### src/rtl/ppd_pkg.sv
// Shared types, constants and the axis clamp function for the pointer packet decoder.
// Used by ppd_decode and pointer_packet_decoder; depends on nothing else.
package ppd_pkg;

	localparam int COORD_BITS = 12;
	localparam int CMP_W = ((COORD_BITS > 13) ? COORD_BITS : 13) + 2;
	localparam int DELTA_W = 9;

	localparam logic [2:0] REG_PROTOCOL = 3'd0;
	localparam logic [2:0] REG_X_LOW    = 3'd1;
	localparam logic [2:0] REG_X_LIMIT  = 3'd2;
	localparam logic [2:0] REG_Y_LOW    = 3'd3;
	localparam logic [2:0] REG_Y_LIMIT  = 3'd4;

	localparam logic PROTO_PS2    = 1'b0;
	localparam logic PROTO_SERIAL = 1'b1;

	localparam logic [12:0] X_LIMIT_RST = 13'd640;
	localparam logic [12:0] Y_LIMIT_RST = 13'd480;
	localparam logic [COORD_BITS-1:0] POS_X_RST = COORD_BITS'(X_LIMIT_RST >> 1);
	localparam logic [COORD_BITS-1:0] POS_Y_RST = COORD_BITS'(Y_LIMIT_RST >> 1);

	localparam logic signed [CMP_W-1:0] COORD_MAX_W = CMP_W'((1 << COORD_BITS) - 1);

	typedef struct packed {
		logic [2:0]                 buttons;
		logic signed [DELTA_W-1:0] dx;
		logic signed [DELTA_W-1:0] dy;
	} ppd_dec_t;

	// Adds the delta and clamps: below low goes to low, else above the upper bound
	// goes to the upper bound. Both bounds saturate at the largest coordinate.
	function automatic logic [COORD_BITS-1:0] clamp_axis(
		input logic [COORD_BITS-1:0]    cur,
		input logic signed [DELTA_W-1:0] delta,
		input logic [11:0]              low,
		input logic [12:0]              limit
	);
		logic signed [CMP_W-1:0] v;
		logic signed [CMP_W-1:0] lo;
		logic signed [CMP_W-1:0] hi;
		logic signed [CMP_W-1:0] res;
		v = $signed(CMP_W'(cur)) + CMP_W'(delta);
		lo = $signed(CMP_W'(low));
		hi = (limit == 13'd0) ? '0 : $signed(CMP_W'(limit) - CMP_W'(1));
		if (lo > COORD_MAX_W) begin
			lo = COORD_MAX_W;
		end
		if (hi > COORD_MAX_W) begin
			hi = COORD_MAX_W;
		end
		if (v < lo) begin
			res = lo;
		end else if (v > hi) begin
			res = hi;
		end else begin
			res = v;
		end
		return res[COORD_BITS-1:0];
	endfunction

endpackage

### src/rtl/pointer_packet_decoder.sv
// Top level of the pointer packet decoder: byte gathering, position update and result register.
// Depends on ppd_pkg and ppd_decode.
//
//   channel  direction  handshake           payload
//   in       input      in_valid/in_stall   data_byte
//   out      output     out_valid/out_stall pos_x, pos_y, buttons, button_changes, moved
//   cfg      input      cfg_valid/cfg_ready cfg_index, cfg_data
//
// An item is taken into an input register, then decoded, added and clamped combinationally
// into the result register, so a new byte can be accepted every cycle unless the input register is stalled.
// Bytes pass the input register, then the result register; only every third makes a result.
// A held result stalls the input register only when its byte closes a packet.
// Reset puts the position at half the reset window and clears the byte count and buttons.
module pointer_packet_decoder (
	input  logic                          clk,
	input  logic                          arst_n,
	input  logic                          in_valid,
	output logic                          in_stall,
	input  logic [7:0]                    data_byte,
	output logic                          out_valid,
	input  logic                          out_stall,
	output logic [ppd_pkg::COORD_BITS-1:0] pos_x,
	output logic [ppd_pkg::COORD_BITS-1:0] pos_y,
	output logic [2:0]                    buttons,
	output logic [2:0]                    button_changes,
	output logic                          moved,
	input  logic                          cfg_valid,
	output logic                          cfg_ready,
	input  logic [2:0]                    cfg_index,
	input  logic [12:0]                   cfg_data
);
	import ppd_pkg::*;

	logic                  protocol_q;
	logic [11:0]           x_low_q;
	logic [12:0]           x_limit_q;
	logic [11:0]           y_low_q;
	logic [12:0]           y_limit_q;

	logic                  valid_s1;
	logic [7:0]            byte_s1;
	logic [1:0]            byte_cnt_q;
	logic [7:0]            store_q [2];
	logic [COORD_BITS-1:0] cur_x_q;
	logic [COORD_BITS-1:0] cur_y_q;
	logic [2:0]            button_q;

	logic                  out_valid_q;
	logic [COORD_BITS-1:0] pos_x_q;
	logic [COORD_BITS-1:0] pos_y_q;
	logic [2:0]            buttons_q;
	logic [2:0]            changes_q;
	logic                  moved_q;

	logic                  s1_last;
	logic                  s1_go;
	logic                  s1_fire;
	ppd_dec_t              dec;
	logic [COORD_BITS-1:0] next_x;
	logic [COORD_BITS-1:0] next_y;

	assign cfg_ready = 1'b1;

	always_ff @(posedge clk or negedge arst_n) begin
		if (!arst_n) begin
			protocol_q <= PROTO_PS2;
			x_low_q    <= '0;
			x_limit_q  <= X_LIMIT_RST;
			y_low_q    <= '0;
			y_limit_q  <= Y_LIMIT_RST;
		end else if (cfg_valid && cfg_ready) begin
			case (cfg_index)
				REG_PROTOCOL: protocol_q <= cfg_data[0];
				REG_X_LOW:    x_low_q    <= cfg_data[11:0];
				REG_X_LIMIT:  x_limit_q  <= cfg_data;
				REG_Y_LOW:    y_low_q    <= cfg_data[11:0];
				REG_Y_LIMIT:  y_limit_q  <= cfg_data;
				default: begin
				end
			endcase
		end
	end

	assign s1_last  = (byte_cnt_q == 2'd2);
	assign s1_go    = !s1_last || !out_valid_q || !out_stall;
	assign s1_fire  = valid_s1 && s1_go;
	assign in_stall = valid_s1 && !s1_go;

	ppd_decode u_decode (
		.protocol (protocol_q),
		.b0       (store_q[0]),
		.b1       (store_q[1]),
		.b2       (byte_s1),
		.dec      (dec)
	);

	assign next_x = clamp_axis(cur_x_q, dec.dx, x_low_q, x_limit_q);
	assign next_y = clamp_axis(cur_y_q, dec.dy, y_low_q, y_limit_q);

	always_ff @(posedge clk or negedge arst_n) begin
		if (!arst_n) begin
			valid_s1 <= 1'b0;
		end else if (in_valid && !in_stall) begin
			valid_s1 <= 1'b1;
		end else if (s1_fire) begin
			valid_s1 <= 1'b0;
		end
	end

	always_ff @(posedge clk) begin
		if (in_valid && !in_stall) begin
			byte_s1 <= data_byte;
		end
	end

	always_ff @(posedge clk) begin
		if (s1_fire && !s1_last) begin
			store_q[byte_cnt_q[0]] <= byte_s1;
		end
	end

	always_ff @(posedge clk or negedge arst_n) begin
		if (!arst_n) begin
			byte_cnt_q <= '0;
			cur_x_q    <= POS_X_RST;
			cur_y_q    <= POS_Y_RST;
			button_q   <= '0;
		end else if (s1_fire) begin
			if (s1_last) begin
				byte_cnt_q <= '0;
				cur_x_q    <= next_x;
				cur_y_q    <= next_y;
				button_q   <= dec.buttons;
			end else begin
				byte_cnt_q <= byte_cnt_q + 2'd1;
			end
		end
	end

	always_ff @(posedge clk or negedge arst_n) begin
		if (!arst_n) begin
			out_valid_q <= 1'b0;
		end else if (s1_fire && s1_last) begin
			out_valid_q <= 1'b1;
		end else if (!out_stall) begin
			out_valid_q <= 1'b0;
		end
	end

	always_ff @(posedge clk) begin
		if (s1_fire && s1_last) begin
			pos_x_q   <= next_x;
			pos_y_q   <= next_y;
			buttons_q <= dec.buttons;
			changes_q <= dec.buttons ^ button_q;
			moved_q   <= (dec.dx != '0) || (dec.dy != '0);
		end
	end

	assign out_valid      = out_valid_q;
	assign pos_x          = pos_x_q;
	assign pos_y          = pos_y_q;
	assign buttons        = buttons_q;
	assign button_changes = changes_q;
	assign moved          = moved_q;

	a_cnt_range: assert property (@(posedge clk) disable iff (!arst_n)
		byte_cnt_q != 2'd3)
		else $error("byte count left its range");

	a_stall_held: assert property (@(posedge clk) disable iff (!arst_n)
		in_stall |-> (valid_s1 && s1_last && out_valid_q))
		else $error("input stalled without a held result");

	a_result_made: assert property (@(posedge clk) disable iff (!arst_n)
		(s1_fire && s1_last) |=> (out_valid_q && byte_cnt_q == 2'd0))
		else $error("closing byte did not produce a result");

	a_cnt_step: assert property (@(posedge clk) disable iff (!arst_n)
		(s1_fire && !s1_last) |=> (byte_cnt_q == $past(byte_cnt_q) + 2'd1))
		else $error("byte count did not advance");

	a_button_track: assert property (@(posedge clk) disable iff (!arst_n)
		(s1_fire && s1_last) |=> (button_q == buttons_q && cur_x_q == pos_x_q))
		else $error("stored state disagrees with the result");

endmodule

### src/rtl/ppd_decode.sv
// Decodes one three-byte packet into buttons and signed deltas for either protocol.
// Depends on ppd_pkg.
module ppd_decode (
	input  logic              protocol,
	input  logic [7:0]        b0,
	input  logic [7:0]        b1,
	input  logic [7:0]        b2,
	output ppd_pkg::ppd_dec_t dec
);
	import ppd_pkg::*;

	logic [DELTA_W-1:0] ps2_dy_raw;

	assign ps2_dy_raw = {b0[5], b2};

	always_comb begin
		dec = '0;
		case (protocol)
			PROTO_PS2: begin
				dec.buttons = {b0[1], b0[2], b0[0]};
				dec.dx = (b1 == 8'd0) ? '0 : $signed({b0[4], b1});
				dec.dy = (b2 == 8'd0) ? '0 : $signed(DELTA_W'(0) - ps2_dy_raw);
			end
			PROTO_SERIAL: begin
				dec.buttons = {1'b0, b1[4], b0[5]};
				dec.dx = DELTA_W'($signed({b0[1:0], b1[5:0]}));
				dec.dy = DELTA_W'($signed({b0[3:2], b2[5:0]}));
			end
			default: begin
				dec = '0;
			end
		endcase
	end

endmodule

### config.mk
export PLATFORM = sky130hd
export DESIGN_NAME = pointer_packet_decoder
export DESIGN_NICKNAME = d
export VERILOG_FILES = /design/src/rtl/ppd_pkg.sv /design/src/rtl/pointer_packet_decoder.sv /design/src/rtl/ppd_decode.sv
export SDC_FILE = /design/constraint.sdc
export NUM_CORES = 1
export LEC_CHECK = 0
export BUFFER_PORTS_ARGS = -buffer_cell sky130_fd_sc_hd__buf_4
export CAP_MARGIN = 30
export CORE_ASPECT_RATIO = 0.5
export CORE_MARGIN = 5
export CORE_UTILIZATION = 58
export CTS_BUF_LIST = sky130_fd_sc_hd__clkbuf_4 sky130_fd_sc_hd__clkbuf_8
export CTS_CLUSTER_SIZE = 25
export DETAILED_ROUTE_END_ITERATION = 7
export PLACE_DENSITY = 0.78
export REMOVE_ABC_BUFFERS = 1
export SLEW_MARGIN = 20
export SYNTH_ARGS = -nofsm -noshare
export SYNTH_HDL_FRONTEND = slang
export SYNTH_SLANG_ARGS = --single-unit
### constraint.sdc
create_clock -name clk -period 6.2 [get_ports clk]
set_clock_uncertainty 0.1 [all_clocks]
set_input_delay 1.24 -clock clk [delete_from_list [all_inputs] [get_ports clk]]
set_output_delay 1.24 -clock clk [all_outputs]
set_load 0.01 [all_outputs]
==> results of run 1 <==
## Yosys cell counts (all sizes together) (9+ instances only)
master,instances,area (sq um)
clkbuf,28,105
o21a,11,82.6
a21o,14,105
nor2b,13,81.3
o211ai,18,135
mux2,46,518
nor3,21,105
nand3,22,110
inv,75,282
a211oi,10,75.1
o31ai,14,115
nand4,9,56.3
o21ai,66,330
ha,76,951
xnor2,23,201
edfxtp,53,1590
nor2,77,289
nor4,9,56.3
nand2,85,327
dfstp,12,315
mux2i,10,100
a21oi,46,230
dfrtp,70,1750
or4,10,78.8
xor2,16,140
## registers in the layout (all words and copies together) (netlist names), 3 cells and up
register and cells:
y_low_q 12, cur_y_q 12, x_low_q 12, y_limit_q 13
store_q 14, button_q 3, buttons 3, x_limit_q 13
pos_x 12, cur_x_q 12, button_changes 3, pos_y 12
byte_s1 8
## how the worst max path moves through the flow
stage	start	endpoint	slack, ns	depth (start not counted)
detailed placement	store_q[1][3]	pos_x[6]	0.21	21
CTS	store_q[1][3]	pos_x[6]	0.18	21
floorplan	store_q[1][0]	pos_x[6]	1.19	20
global route	store_q[1][0]	pos_x[6]	0.05	21
global placement	store_q[1][0]	pos_x[6]	0.44	21
finish	store_q[1][3]	pos_x[6]	0.45	21
## routing by layer
metal / GRT usage (%) / wire length (um) / vias to the layer above
li1: - / - / 3566
met5: 0 / 0 / -
met4: 7.27 / 445 / 0
met3: 4.71 / 1200 / 42
met2: 41.9 / 10900 / 196
met1: 34.9 / 10600 / 3665
## layout by cell type, fill, tap and decap left out, types with 14 or more instances in the layout
cell type   n
buf_4      73
dfrtp_1    70
xnor2_1    23
edfxtp_1   53
clkbuf_8   17
mux2_2     46
nand2_1    83
ha_1       76
nor2_1     77
inv_1      74
nor3_1     20
nand3_1    22
o21ai_0    64
a21o_1     14
o211ai_1   18
xor2_1     16
a21oi_1    46
## worst min-delay path, stage by stage, from the launching register on
cell     delay (ns)
dfstp_2        0.38
nand2_1        0.05
o31ai_1        0.06
## kinds of logic (layout without fill, tap and decap cells)
group | Yosys count | count (layout)
AO/OA/AOI/OAI | 235 | 235
adder cells (fa/ha/maj) | 82 | 82
XOR/XNOR | 39 | 39
flip-flops | 135 | 135
other | 1 | 3
AND/OR/NAND/NOR | 293 | 293
multiplexers | 56 | 56
buffers and inverters | 109 | 180
## metrics by stage
step / utilization [%] / hold WS, ns / cells / worst slack [ns]
2_1_floorplan: - / 0.355 / 918 / 1.19
5_1_grt: 66.2 / 0.421 / 1227 / 0.0528
6_report: 66.2 / 0.391 / 1227 / 0.449
3_3_place_gp: 63.4 / 0.376 / 1194 / 0.445
4_1_cts: 66.1 / 0.392 / 1227 / 0.180
3_5_place_dp: 63.4 / 0.381 / 1195 / 0.210
## power by group through the flow
stage                     logic, mW  registers, mW  clock network (mW)
final                          4.19           1.50               0.785
after floorplan                2.94           1.49                   0
after detailed placement       4.07           1.51                   0
after global placement         3.94           1.50                   0
after global routing           4.64           1.53               0.832
after CTS                      4.11           1.50               0.787
## cell type report
cell class,instances,share of cell area (%)
Multi-Input combinational cell,708,49.3
Timing Repair Buffer,73,5.39
Clock buffer,17,2.30
Inverter,75,2.77
Clock inverter,15,1.75
Sequential cell,135,36.0
Tap cell,204,2.51
==> impl_results.md, run 1 <==
* Worst reg2reg path depth at 21
* IO buf count at 61
* Die footprint at 0.0184 sq mm
* Clock power share at 12.1%
* Mapped Cells at 950
* Routed length per instance at 18.9 um
* TritonRoute pass-1 iters at 6
* Pleak at 4.39 nW
* Cell family with most CP delay: compound AO/OA/AOI/OAI gates
* Ant diodes at 0
* Post-synthesis xor/xnor area fraction at 3.77%
* Reg2reg setup slack at 0.45 ns
* Tcrit/Tclk final at 92.8%
* Layout cells sized above 1 at 18.1%
* Fin. Hold Viols at 0
* Int Pwr at 3.42 mW
* PD cells at 637 mW/mm^2
* Gr ovfl total at 0
* Crit-path cells: nor4_2 -> a311oi_1 -> a21oi_1 -> inv_1 -> ha_1 -> a21o_1 -> a21oi_1 -> a2bb2oi_1 -> nand2_1 -> nor2_1 -> xnor2_1 -> ha_1 -> a311oi_1 -> o21ai_0 -> o21ai_1 -> nand2_1 -> o31ai_2 -> buf_4 -> nor3_1 -> a211oi_1 -> nor2_1
* Vias per std cell at 6.09
* Die H at 98.3 um
* Multi-input logic area at 0.00500 sq mm
* WHS Endpoint: cur_x_q[6]
* Hold buffers post-CTS at 0
* Clock Pin Slew Worst Setup and Hold Paths at 0.08 ns
* Min-delay worst type: reg2reg
* Min-Delay Path Depth at 2
* Kind of critical path: reg2reg
* Worst Path Buf+Inv at 2
* Largest net degree at the start of global routing at 60
* Crit end category: register
* Combinational share of power at 64.7%
* Initial DRC Count at 668
* Io pins at 63
* Final min period at 5.75 ns
* CTS Sinks at 135
* Site row count at 32
* Synth unique cells at 70
* MaxCap Viol Count at 0
* Worst-Skew Late Latency at 0.46 ns
* Ys Warns at 0
* Area grow syn2layout at 12.2%
* H-tree depth at 4
* Synth Area in Compound Gates at 17.2%
* Maximum clock path buffer count at 2
* Post-CTS resize count at 0
* Core box area at 0.0153 sq mm
* Die Width at 187 um
* Adder-cell share of the synthesized area at 11.4%
* Register area at 0.00366 sq mm
* Synth Flop Type: dfrtp_1
* R2R Path End: pos_x[6]
* Design Area, Final at 0.0102 sq mm
* Post-Synth Simple-Gate Area at 15.7%
* Startpoint types: register
* Routed WL at 23200 um
* CTS tree: yes
* Placement Cell Area at 0.00973 sq mm
* Root buffer cell: clkbuf_8
* Fillcell total at 1213
* Initial antenna violation count at 0
* Nets@finish at 1117
* Max VDD drop at 0.000346 V
* DP Wirelength at 17400 um
* Main combinational cell family by area after synthesis: compound AO/OA/AOI/OAI gates
* Setup bufs post-CTS at 0
* Seq/Total Area, Yosys at 40.4%
* EDFF count, synth at 53
* ANT nets after route at 0
* Synth Cell Area at 0.00905 sq mm
* Total CTS buffers at 17
* CP max FO at 8
* Total power draw at 6.47 mW
* Worst slew margin at 36.2%
* Net Sw Power at 3.05 mW
* Flop pwr share at 23.2%
* Setup violators final at 0
* Setup TNS at 0 ns
* Maximum clock frequency at 174 MHz
* Slowest stage delay, CP at 0.43 ns
* Mean area per synthesized cell at 9.53 sq um
* Worst Max-Slew Pin Slew at 0.950 ns
* Worst Path Required at 6.31 ns
* Final GP Congestion at 0.931
* Initial Util at 59.0%
* Worst hold start: cur_x_q[6]
* RSZ-0062 raised after global routing: no
* Synthesized flop and latch total at 135
* Vias in the first global route at 7430
* Final slew viol count at 0
* Drc violations at 0
* Arr. time, crit path at 5.86 ns
* Switching Share at 47.2%
* Asr flop ratio synth at 60.7%
* Status: finished, final reports clean
* Vias at 7469
* Slowest-stage cell, CP: edfxtp_1
* Critical R2R Launch: store_q[1][3]
* All-Layer GR Usage at 25.5%
* Mux contribution to synthesized area at 6.83%
* First-pass GRT wire length at 38000 um
Note: power is estimated with default switching activity, not from simulation.
==> run 2, diff against run 1 <==
Settings changed: CTS_BUF_LIST sky130_fd_sc_hd__clkbuf_4 sky130_fd_sc_hd__clkbuf_8 to sky130_fd_sc_hd__clkbuf_4 sky130_fd_sc_hd__clkbuf_8 sky130_fd_sc_hd__clkbuf_16, RECOVER_POWER from default to 100.
==> run 2 against run 1 <==
The flow now finishes with violations (max-capacitance violations, max-slew violations). Final cell count unchanged. Sequential share of layout area decreased by 0.13 points. Clock power rose by 34%. First-iteration DRC count fell by 18%. Worst setup slack worse by 0.034 ns. Design area is 0.37% higher. Global-route usage rose by 0.50 points. Largest power group unchanged. Highest routed layer unchanged.
==> impl_results.md, run 2 (synthesis results as in run 1) <==
* Drc violations at 0 (unchanged)
* M1 GR Usage at 35.4% (+0.45 points)
* Post-Layout Cell Count at 1227 (unchanged)
* Area grow syn2layout at 12.6%
* Routed length per instance at 19.2 um (+1.6%)
* Worst Path Required at 6.27 ns (-0.04 ns)
* Register area at 0.00366 sq mm (unchanged)
* Root buffer cell: clkbuf_16
* Layout cells sized above 1 at 13.8% (-4.3 points)
* Layer with the highest usage: met2
* Worst slew margin at -125% (-160 points)
* IO buf count at 61 (unchanged)
* Vias in the first global route at 7489 (+0.79%)
* Post-CTS resize count at 0 (unchanged)
* Final slew viol count at 130 (+130)
* Tcrit/Tclk final at 93.3% (+0.54 points)
* Gr ovfl total at 0 (unchanged)
* Nets@finish at 1117 (unchanged)
* Setup TNS at 0 ns (unchanged)
* Worst Max-Slew Pin Slew at 3.37 ns (+2.42 ns)
* Violated checks: max-capacitance violations, max-slew violations
* Initial Util at 59.0% (unchanged)
* Hold buffers post-CTS at 0 (unchanged)
* Min-delay worst type: reg2reg
* H-tree depth at 4 (unchanged)
* Site row count at 32 (unchanged)
* Initial antenna violation count at 0 (unchanged)
* CP max FO at 6 (-2)
* Vias at 7504 (+0.47%)
* Crit end category: register
* Die Width at 187 um (unchanged)
* Worst-Skew Late Latency at 0.43 ns (-0.03 ns)
* Setup violators final at 0 (unchanged)
* Status: finished, violations left
* Total power draw at 6.70 mW (+3.5%)
* Met3 usage at 5.00% (+0.29 points)
* Clock Pin Slew Worst Setup and Hold Paths at 0.06 ns (-0.02 ns)
* All-Layer GR Usage at 26.0% (+0.50 points)
* Kind of critical path: reg2reg
* Total CTS buffers at 17 (unchanged)
* Fillcell total at 1226 (+1.1%)
* CTS Sinks at 135 (unchanged)
* Max reg flops at 14 (unchanged)
* Most common cell after layout, fill and taps aside: nand2_1
* Max VDD drop at 0.000324 V (-6.5%)
* Startpoint types: register
* Io pins at 63 (unchanged)
* Most frequent cells in the layout: nand2_1 (83), nor2_1 (77), ha_1 (76)
* Maximum clock frequency at 173 MHz (-0.58%)
* Placed cells at 1195 (unchanged)
* Largest net degree at the start of global routing at 60 (unchanged)
* MaxCap Viol Count at 3 (+3)
* PD cells at 657 mW/mm^2 (+3.1%)
* First-pass GRT wire length at 38500 um (+1.3%)
* Initial DRC Count at 550 (-18%)
* Setup bufs post-CTS at 0 (unchanged)
* TritonRoute pass-1 iters at 5 (-1)
* Die H at 98.3 um (unchanged)
* Final GP Congestion at 0.931 (unchanged)
* GR Layer Usage met2 at 42.2% (+0.36 points)
* Die footprint at 0.0184 sq mm (unchanged)
* Core box area at 0.0153 sq mm (unchanged)
* DP Wirelength at 17400 um (unchanged)
* Ant diodes at 0 (unchanged)
* Routed WL at 23600 um (+1.6%)
* Fin. Hold Viols at 0 (unchanged)
* Maximum clock path buffer count at 2 (unchanged)
* Arr. time, crit path at 5.86 ns (about the same)
* Final min period at 5.79 ns (+0.0337 ns)
* Vias per std cell at 6.12 (+0.47%)
* Multi-input logic area at 0.00500 sq mm (unchanged)
* ANT nets after route at 0 (unchanged)
* Pleak at 4.32 nW (-1.5%)
* CTS tree: yes
[run 2: changes by cell type in the layout (fill, tap and decap cells not counted)]
cell and delta:
clkbuf_8 -17, o21ai_1 -1, inv_2 -1, buf_4 -51
clkbuf_16 +17, o21ai_0 +1, clkbuf_4 +10, mux2_2 -2
mux2_1 +2, clkbuf_1 +41, and2_1 -1, and2_0 +1
inv_1 +1
[run 2: area by class of cell]
cell class              count  share of cell area (%)
clock buffers              17                    4.17
clock inverters            15                    1.74
inverters                  75                    2.76
multi-input cells         708                    49.1
flip-flops and latches    135                    35.9
well taps                 204                    2.50
repair buffers             73                    3.87
[run 2: layer usage]
| metal | vias to the layer above | share of wire, % | routed length [um] |
|---|---|---|---|
| li1 | 3563 | - | - |
| met1 | 3642 | 45 | 10500 |
| met2 | 248 | 48 | 11200 |
| met3 | 51 | 5.8 | 1360 |
| met4 | 0 | 2.1 | 488 |
| met5 | - | 0 | 0 |
[run 2: worst max-delay path, stage by stage (launching register included)]
cell and delay (ns):
edfxtp_1 0.48, inv_1 0.15, ha_1 0.29, and4_1 0.28, nor2_1 0.07, ha_1 0.22, a211oi_1 0.44, nor2_1 0.17
o21ai_0 0.32, nand2b_1 0.14, xor2_1 0.30, ha_1 0.34, a2111oi_0 0.66, o31ai_1 0.17, o22ai_1 0.24, a31oi_1 0.09
o21ai_0 0.55, mux2i_1 0.20, mux2_2 0.31
[run 2: worst paths after layout]
check	from	endpoint	slack, ns	cells past startpoint
max in group asynchronous	arst_n	cur_x_q[7]	1.17	2
worst min register to register	cur_x_q[6]	cur_x_q[6]	0.39	2
min in group asynchronous	arst_n	y_limit_q[10]	1.00	1
worst max-delay path	byte_s1[0]	pos_y[3]	0.41	18
worst min-delay path	cur_x_q[6]	cur_x_q[6]	0.39	2
worst max register to register	byte_s1[0]	pos_y[3]	0.41	18
[run 2: report_power, final]
| group | internal (mW) | leakage (nW) | switching, mW |
|---|---|---|---|
| logic | 1.66 | 2.57 | 2.48 |
| registers | 1.31 | 1.47 | 0.195 |
| clock network | 0.634 | 0.284 | 0.418 |
| total | 3.60 | 4.32 | 3.10 |
[run 2: metrics by stage]
step / worst slack, ns / hold WS [ns] / util, % / cell area, sq um
after floorplan: 1.19 / 0.355 / - / 8920
after global placement: 0.445 / 0.376 / 63.4 / 9720
after detailed placement: 0.210 / 0.381 / 63.4 / 9730
after CTS: 0.165 / 0.390 / 67.4 / 10300
after global routing: -0.0145 / 0.418 / 66.5 / 10200
final: 0.415 / 0.389 / 66.5 / 10200
